<file path="config.mk">
export PLATFORM = sky130hd
export DESIGN_NAME = touch_tap_swipe_qualifier
export DESIGN_NICKNAME = d
export VERILOG_FILES = /design/src/hdl/tts_pkg.sv /design/src/hdl/touch_tap_swipe_qualifier.sv
export SDC_FILE = /design/constraint.sdc
export NUM_CORES = 1
export LEC_CHECK = 0
export ABC_CLOCK_PERIOD_IN_PS = 6800
export BUFFER_PORTS_ARGS = -buffer_cell sky130_fd_sc_hd__buf_2
export CORE_AREA = 2 2 207 209
export CTS_BUF_LIST = sky130_fd_sc_hd__clkbuf_16
export DETAILED_ROUTE_END_ITERATION = 16
export DIE_AREA = 0 0 209 211
export PLACE_DENSITY = 0.69
export RECOVER_POWER = 100
export REMOVE_ABC_BUFFERS = 1
export SLEW_MARGIN = 20
export SYNTH_ARGS = -nofsm -noshare
export SYNTH_HDL_FRONTEND = slang
export SYNTH_SLANG_ARGS = --single-unit
</file>
<file path="constraint.sdc">
create_clock -name aclk -period 6.8 [get_ports aclk]
set_clock_uncertainty 0.2 [all_clocks]
set_input_delay 1.36 -clock aclk [delete_from_list [all_inputs] [get_ports aclk]]
set_output_delay 1.36 -clock aclk [all_outputs]
set_load 0.03 [all_outputs]
</file>
<file path="src/hdl/tts_pkg.sv">
// ----------------------------------------------------------------------------
// Touch qualifier package
// Types and fixed constants shared by the touch tap and swipe qualifier.
// ----------------------------------------------------------------------------
package tts_pkg;

    typedef enum logic [1:0] {
        EV_TAP     = 2'd0,
        EV_SWIPE   = 2'd1,
        EV_DROPPED = 2'd2
    } event_kind_t;

    localparam logic [1:0] PC_NONE = 2'b00;
    localparam logic [1:0] PC_ONE  = 2'b01;

    localparam logic [1:0] CFG_TAP_SLOP       = 2'd0;
    localparam logic [1:0] CFG_DEBOUNCE_POLLS = 2'd1;
    localparam logic [1:0] CFG_MIN_TRUSTED    = 2'd2;
    localparam logic [1:0] CFG_GRACE_POLLS    = 2'd3;

    localparam logic [7:0]  TAP_SLOP_RST       = 8'd24;
    localparam logic [3:0]  DEBOUNCE_POLLS_RST = 4'd2;
    localparam logic [15:0] MIN_TRUSTED_RST    = 16'd1;
    localparam logic [7:0]  GRACE_POLLS_RST    = 8'd40;

    localparam logic [15:0] RAW_X_MAX = 16'd800;
    localparam logic [15:0] RAW_Y_MAX = 16'd480;
    localparam logic [8:0]  SCR_Y_MAX = 9'd479;

    // Numerators are divided by 32 first, then by 25 (x) or 15 (y) through
    // a reciprocal multiply that is exact over the whole numerator range.
    localparam logic [18:0] X_SCALE = 19'd479;
    localparam logic [18:0] X_ROUND = 19'd400;
    localparam logic [18:0] Y_SCALE = 19'd799;
    localparam logic [18:0] Y_ROUND = 19'd240;
    localparam logic [26:0] X_RECIP = 27'd5243;
    localparam logic [28:0] Y_RECIP = 29'd17477;

endpackage

</file>
<file path="src/hdl/touch_tap_swipe_qualifier.sv">
// ----------------------------------------------------------------------------
// Touch tap and swipe qualifier
// Qualifies touch controller polls into tap, swipe and dropped-tap events.
//
//  Channel  Prefix  Direction  Beat
//  poll     s_      in         one controller poll
//  event    m_      out        one tap, swipe or dropped tap
//  config   cfg_    in         one register write, no handshake
//
// A poll is taken into an input register, where the coordinate numerators
// are also formed, and is qualified from there into the state and the
// output register. One poll can be accepted every cycle; the only stall is an
// event held in the output register with m_ready low while the input
// register is full. Synchronous reset clears the valid flags and touch state.
// ----------------------------------------------------------------------------
module touch_tap_swipe_qualifier
    import tts_pkg::*;
(
    input  logic               aclk,
    input  logic               aresetn,
    input  logic               s_valid,
    output logic               s_ready,
    input  logic signed [1:0]  s_point_count,
    input  logic [15:0]        s_raw_x,
    input  logic [15:0]        s_raw_y,
    input  logic [15:0]        s_contact_size,
    input  logic               s_locked,
    input  logic [31:0]        s_card_gen,
    output logic               m_valid,
    input  logic               m_ready,
    output logic [1:0]         m_event_kind,
    output logic [9:0]         m_start_x,
    output logic [8:0]         m_start_y,
    output logic [9:0]         m_end_x,
    output logic [8:0]         m_end_y,
    input  logic               cfg_we,
    input  logic [1:0]         cfg_index,
    input  logic [15:0]        cfg_wdata
);

    logic [7:0]  tap_slop_reg;
    logic [3:0]  debounce_reg;
    logic [15:0] min_trusted_reg;
    logic [7:0]  grace_reg;

    logic        s1_valid_reg;
    logic [1:0]  s1_pc_reg;
    logic [13:0] s1_vx_reg;
    logic [13:0] s1_vy_reg;
    logic [15:0] s1_size_reg;
    logic        s1_locked_reg;
    logic [31:0] s1_gen_reg;

    logic        touching_reg, touching_next;
    logic [3:0]  streak_reg, streak_next;
    logic [9:0]  down_x_reg, down_x_next;
    logic [8:0]  down_y_reg, down_y_next;
    logic [9:0]  latest_x_reg, latest_x_next;
    logic [8:0]  latest_y_reg, latest_y_next;
    logic [31:0] gen_reg, gen_next;
    logic [7:0]  polls_reg, polls_next;

    logic        m_valid_reg;
    event_kind_t ev_kind_reg, ev_kind_next;

    logic [9:0]  m_start_x_reg;
    logic [8:0]  m_start_y_reg;
    logic [9:0]  m_end_x_reg;
    logic [8:0]  m_end_y_reg;

    logic        adv;
    logic        produce;
    logic        believed;
    logic        grace_active;
    logic [3:0]  streak_inc;

    logic [9:0]  cx;
    logic [8:0]  cy;
    logic [8:0]  dist_y;
    logic [18:0] num_x;
    logic [18:0] num_y;
    logic [26:0] prod_x;
    logic [28:0] prod_y;
    logic [8:0]  px;
    logic [9:0]  map_x;
    logic [8:0]  map_y;
    logic [9:0]  diff_x;
    logic [8:0]  diff_y;

    assign adv     = s1_valid_reg && (!m_valid_reg || m_ready);
    assign s_ready = !s1_valid_reg || adv;

    // Input side: clamp and form the rounded numerators divided by 32.
    always_comb begin
        cx     = (s_raw_x > RAW_X_MAX) ? RAW_X_MAX[9:0] : s_raw_x[9:0];
        cy     = (s_raw_y > RAW_Y_MAX) ? RAW_Y_MAX[8:0] : s_raw_y[8:0];
        dist_y = RAW_Y_MAX[8:0] - cy;
        num_x  = {9'd0, cx} * X_SCALE + X_ROUND;
        num_y  = {10'd0, dist_y} * Y_SCALE + Y_ROUND;
    end

    always_ff @(posedge aclk) begin
        if (!aresetn) begin
            s1_valid_reg <= 1'b0;
        end else if (s_ready) begin
            s1_valid_reg <= s_valid;
        end
    end

    always_ff @(posedge aclk) begin
        if (s_valid && s_ready) begin
            s1_pc_reg     <= s_point_count;
            s1_vx_reg     <= num_x[18:5];
            s1_vy_reg     <= num_y[18:5];
            s1_size_reg   <= s_contact_size;
            s1_locked_reg <= s_locked;
            s1_gen_reg    <= s_card_gen;
        end
    end

    // Qualify side: finish the scaling and update the touch state.
    always_comb begin
        prod_x = {13'd0, s1_vx_reg} * X_RECIP;
        prod_y = {15'd0, s1_vy_reg} * Y_RECIP;
        px     = prod_x[25:17];
        map_x  = prod_y[27:18];
        map_y  = SCR_Y_MAX - px;
        diff_x = (latest_x_reg > down_x_reg) ? (latest_x_reg - down_x_reg)
                                             : (down_x_reg - latest_x_reg);
        diff_y = (latest_y_reg > down_y_reg) ? (latest_y_reg - down_y_reg)
                                             : (down_y_reg - latest_y_reg);
    end

    always_comb begin
        touching_next = touching_reg;
        streak_next   = streak_reg;
        down_x_next   = down_x_reg;
        down_y_next   = down_y_reg;
        latest_x_next = latest_x_reg;
        latest_y_next = latest_y_reg;
        gen_next      = gen_reg;
        polls_next    = polls_reg;
        produce       = 1'b0;
        believed      = 1'b0;
        ev_kind_next  = EV_TAP;
        grace_active  = polls_reg < grace_reg;
        streak_inc    = (streak_reg == 4'hF) ? streak_reg : streak_reg + 4'd1;

        if (diff_x > {2'd0, tap_slop_reg} || diff_y > {1'b0, tap_slop_reg}) begin
            ev_kind_next = EV_SWIPE;
        end else if (s1_gen_reg != gen_reg) begin
            ev_kind_next = EV_DROPPED;
        end

        if (adv) begin
            if (polls_reg != 8'hFF) begin
                polls_next = polls_reg + 8'd1;
            end
            priority if (s1_locked_reg) begin
                touching_next = 1'b0;
                streak_next   = 4'd0;
            end else if (s1_pc_reg == PC_ONE) begin
                if (grace_active) begin
                    touching_next = 1'b0;
                    streak_next   = 4'd0;
                end else begin
                    if (s1_size_reg >= min_trusted_reg) begin
                        believed = 1'b1;
                    end else begin
                        streak_next = streak_inc;
                        believed    = streak_inc >= debounce_reg;
                    end
                    if (believed) begin
                        latest_x_next = map_x;
                        latest_y_next = map_y;
                        if (!touching_reg) begin
                            down_x_next = map_x;
                            down_y_next = map_y;
                            gen_next    = s1_gen_reg;
                        end
                        touching_next = 1'b1;
                    end
                end
            end else if (s1_pc_reg == PC_NONE) begin
                produce       = touching_reg;
                touching_next = 1'b0;
                streak_next   = 4'd0;
            end else begin
                touching_next = 1'b0;
                streak_next   = 4'd0;
            end
        end
    end

    always_ff @(posedge aclk) begin
        if (!aresetn) begin
            touching_reg    <= 1'b0;
            streak_reg      <= 4'd0;
            down_x_reg      <= 10'd0;
            down_y_reg      <= 9'd0;
            latest_x_reg    <= 10'd0;
            latest_y_reg    <= 9'd0;
            gen_reg         <= 32'd0;
            polls_reg       <= 8'd0;
            m_valid_reg     <= 1'b0;
            tap_slop_reg    <= TAP_SLOP_RST;
            debounce_reg    <= DEBOUNCE_POLLS_RST;
            min_trusted_reg <= MIN_TRUSTED_RST;
            grace_reg       <= GRACE_POLLS_RST;
        end else begin
            touching_reg <= touching_next;
            streak_reg   <= streak_next;
            down_x_reg   <= down_x_next;
            down_y_reg   <= down_y_next;
            latest_x_reg <= latest_x_next;
            latest_y_reg <= latest_y_next;
            gen_reg      <= gen_next;
            polls_reg    <= polls_next;
            if (produce) begin
                m_valid_reg <= 1'b1;
            end else if (m_ready) begin
                m_valid_reg <= 1'b0;
            end
            if (cfg_we) begin
                unique case (cfg_index)
                    CFG_TAP_SLOP:       tap_slop_reg    <= cfg_wdata[7:0];
                    CFG_DEBOUNCE_POLLS: debounce_reg    <= cfg_wdata[3:0];
                    CFG_MIN_TRUSTED:    min_trusted_reg <= cfg_wdata;
                    CFG_GRACE_POLLS:    grace_reg       <= cfg_wdata[7:0];
                endcase
            end
        end
    end

    always_ff @(posedge aclk) begin
        if (produce) begin
            ev_kind_reg   <= ev_kind_next;
            m_start_x_reg <= down_x_reg;
            m_start_y_reg <= down_y_reg;
            m_end_x_reg   <= latest_x_reg;
            m_end_y_reg   <= latest_y_reg;
        end
    end

    assign m_valid      = m_valid_reg;
    assign m_event_kind = ev_kind_reg;
    assign m_start_x    = m_start_x_reg;
    assign m_start_y    = m_start_y_reg;
    assign m_end_x      = m_end_x_reg;
    assign m_end_y      = m_end_y_reg;

    // An event appears only after a lift poll seen while touching.
    a_event_source: assert property (@(posedge aclk) disable iff (!aresetn)
        (m_valid_reg && !$past(m_valid_reg)) |->
            ($past(adv) && $past(touching_reg) && $past(s1_pc_reg) == PC_NONE
             && !$past(s1_locked_reg)))
        else $error("event without a qualified lift");

    // A locked poll always ends the touch.
    a_lock_clears: assert property (@(posedge aclk) disable iff (!aresetn)
        (adv && s1_locked_reg) |=> (!touching_reg && streak_reg == 4'd0))
        else $error("locked poll left touch state set");

    // The pipeline never drops an unconsumed event.
    a_no_overwrite: assert property (@(posedge aclk) disable iff (!aresetn)
        produce |-> (!m_valid_reg || m_ready))
        else $error("event overwritten while stalled");

endmodule
</file>
==> reports/results.tsv <==
metric	value	unit
outcome	finished, violations left	
failing checks	capacitance limit, slew limit	
setup TNS	0	ns
CTS sink count	240	
CTS tree	yes	
fin crit period	6.62	ns
Initial DRT Pass Iterations	7	
H-tree levels	1	
area of the mapped netlist	20600	sq um
Final period util	97.3	%
area occupied by multi-input gates	13300	sq um
fin worst setup slack	0.181	ns
relative slew slack	-91.3	%
critical path endpoint category	flop	
# DRC	0	
row count	75	
leakage power	11.4	nW
clk slew on worst S/H paths	0.07	ns
global-route wire length before repair	71.9	mm
arrival time worst endpoint	6.72	ns
drt first-iter violations	697	
final hold vios	0	
Pwr per Cell Area	351	nW/um^2
Final nets	2957	
die height	211	microns
Max Root-Sink Buffers	3	
Antenna Cells	0	
die span in x	209	microns
pin count of the biggest net entering global routing	92	
worst-skew pair later-pin latency	0.55	ns
Num CTS Buffers	26	
VDD IR-drop max	0.000586	V
Final ANT Viol Nets	0	
die area	44100	sq um
FF/Latch Area	6000	sq um
vias per inst	5.22	
pre-CTS setup slack	-0.672	ns
Critical Path RT	6.90	ns
fin. max-slew vios	224	
CP max FO	4	
Starting Density	49.4	%
share of cells above drive strength 1	13.5	%
Max Cap Viol	5	
synth-to-layout area growth	15.5	%
final wirelength	43.8	mm
Core ar.	41800	sq um
Avg Inst Size Synth	9.94	sq um
worst hold-check path type	reg -> reg	
FILL cells	3625	
# IOs	148	
synth unique cells	75	
Root Buffer	clkbuf_16	
worst slew pin tran	2.87	ns
EDFF count, synth	119	
post-synthesis register bit count	240	
initial antenna violation count	0	
gr usage total	19.7	%
cts-stage hold buffer count	0	
Top FF cell, synth	dfxtp_1	
Final Setup Violations	0	
Post-synth ARST share	0	%
crit path kind	in -> reg	
gr ovfl total	0	
sequential-to-total area share from yosys stat	29.1	%
Routed wire per std cell	15.2	microns
vias	15100	
Peak Freq	151	MHz
Port Buffers	147	
DP HPWL	35.3	mm
synth warn	0	
Core Util, Final	57.1	%
Critical Path Start Type	input pin	
RSZ-0062 raised after global routing	true	
post-synthesis cell count	2075	
RePlAce Congestion	0.903	
vias in the first global route	15300	
[through the flow]
stage	cell area [sq um]	hold slack, ns	cells	total power [mW]
detailed placement	22700	0.248	2833	6.83
floorplan	20400	0.208	2032	5.63
global placement	22700	0.244	2833	6.69
finish	23800	0.258	2886	8.38
global route	23800	0.273	2886	9.22
CTS	23700	0.256	2881	8.45
[repair_timing]
action                                  in CTS  in global routing
endpoints found under the setup margin       6                 13
resized for setup                            5                 32
pin swaps                                    0                 30
setup buffers                                0                  5
[Yosys cell counts, types with 4 or more instances]
library cell,count,area share [%]
xor2_1,30,1.3
nand2b_1,11,0.33
nand3b_1,5,0.18
nor2b_1,14,0.42
and2_1,18,0.55
dfxtp_1,121,12
fa_1,150,15
o211ai_1,14,0.51
o21a_1,14,0.51
buf_1,5,0.091
mux2_2,4,0.22
o21ai_0,35,0.85
inv_1,352,6.4
mux2i_1,20,0.97
o21bai_1,6,0.22
o22ai_1,9,0.27
a211oi_1,23,0.84
ha_1,374,23
nand2_1,191,3.5
a21boi_0,4,0.15
a211o_1,5,0.21
edfxtp_1,119,17
xnor2_1,89,3.8
nor4_1,5,0.15
nor2_1,90,1.6
a311oi_1,4,0.17
or3_1,9,0.27
nor3_1,24,0.58
o31ai_1,6,0.22
nand3_1,25,0.61
clkbuf_1,32,0.58
a21o_1,24,0.87
buf_2,4,0.097
nand4_1,27,0.82
or2_2,6,0.18
a21oi_1,122,3.0
and3_1,14,0.42
a31oi_1,19,0.58
[per-layer routing]
metal | part of all wire, % | global-route usage [%]
met5 | 0 | 0
met4 | 2.4 | 5.67
met3 | 3.3 | 2.04
met2 | 50 | 35.4
met1 | 45 | 25.3
[worst max-delay path, cell delays in order]
cell and delay, ns:
buf_2 0.10, nor4_2 0.26, nand2_1 0.12, a31oi_2 0.20, nand2_1 0.12, ha_2 0.19
buf_4 0.14, and2_1 0.13, a221o_1 0.34, inv_2 0.07, fa_2 0.49, fa_1 0.51
inv_1 0.05, fa_1 0.47, fa_1 0.50, ha_1 0.31, ha_1 0.33, nor2b_1 0.14
o21a_1 0.20, o311a_1 0.31, nor3_1 0.18, nor3_1 0.08, xnor2_1 0.13
[area by class of cell]
cell class / instances / share of cell area [%]
sequential: 240 / 25.1
inverter: 353 / 5.56
clock buffer: 29 / 3.04
timing repair buffer: 267 / 6.58
multi-input combinational: 1439 / 55.9
tap: 539 / 2.83
clock inverter: 19 / 0.924
[worst paths after layout]
kind / startpoint / end / slack, ns / depth (start not counted)
worst min-delay path: grace_reg[6] / grace_reg[6] / 0.26 / 2
worst max-delay path: s_raw_y[13] / s1_vy_reg[12] / 0.18 / 23
worst min register to register: grace_reg[6] / grace_reg[6] / 0.26 / 2
worst max register to register: s1_vx_reg[10] / latest_y_reg[7] / 0.84 / 20
[cells by family after synthesis]
group | count (synthesis) | synth area share (%)
fa+ha+maj | 524 | 37.2
simple gates | 452 | 10.2
buf+inv | 396 | 7.32
compound gates | 320 | 9.98
flops | 240 | 29.1
xor+xnor | 119 | 5.05
mux | 24 | 1.19
[cell usage in the layout (no fill, tap or decap), drive strengths merged, types with 23 or more instances in the layout]
cell    synthesis  routed
nand2         191     191
a211oi         23      23
fa            150     150
a21o           24      24
o21ai          38      38
nor2           90      90
xnor2          89      89
nand4          27      27
dfxtp         121     121
nor3           24      24
nand3          25      25
buf            11     218
xor2           30      30
edfxtp        119     119
ha            374     374
clkbuf         32      78
inv           353     360
a21oi         123     123
[where the power goes]
group | internal [mW] | leakage [nW] | total (mW) | switching (mW)
Combinational | 2.28 | 8.66 | 5.18 | 2.90
Sequential | 1.58 | 2.20 | 1.65 | 0.0677
Clock | 0.953 | 0.487 | 1.55 | 0.594
Total | 4.81 | 11.4 | 8.38 | 3.57
(Power assumes the default switching activity.)
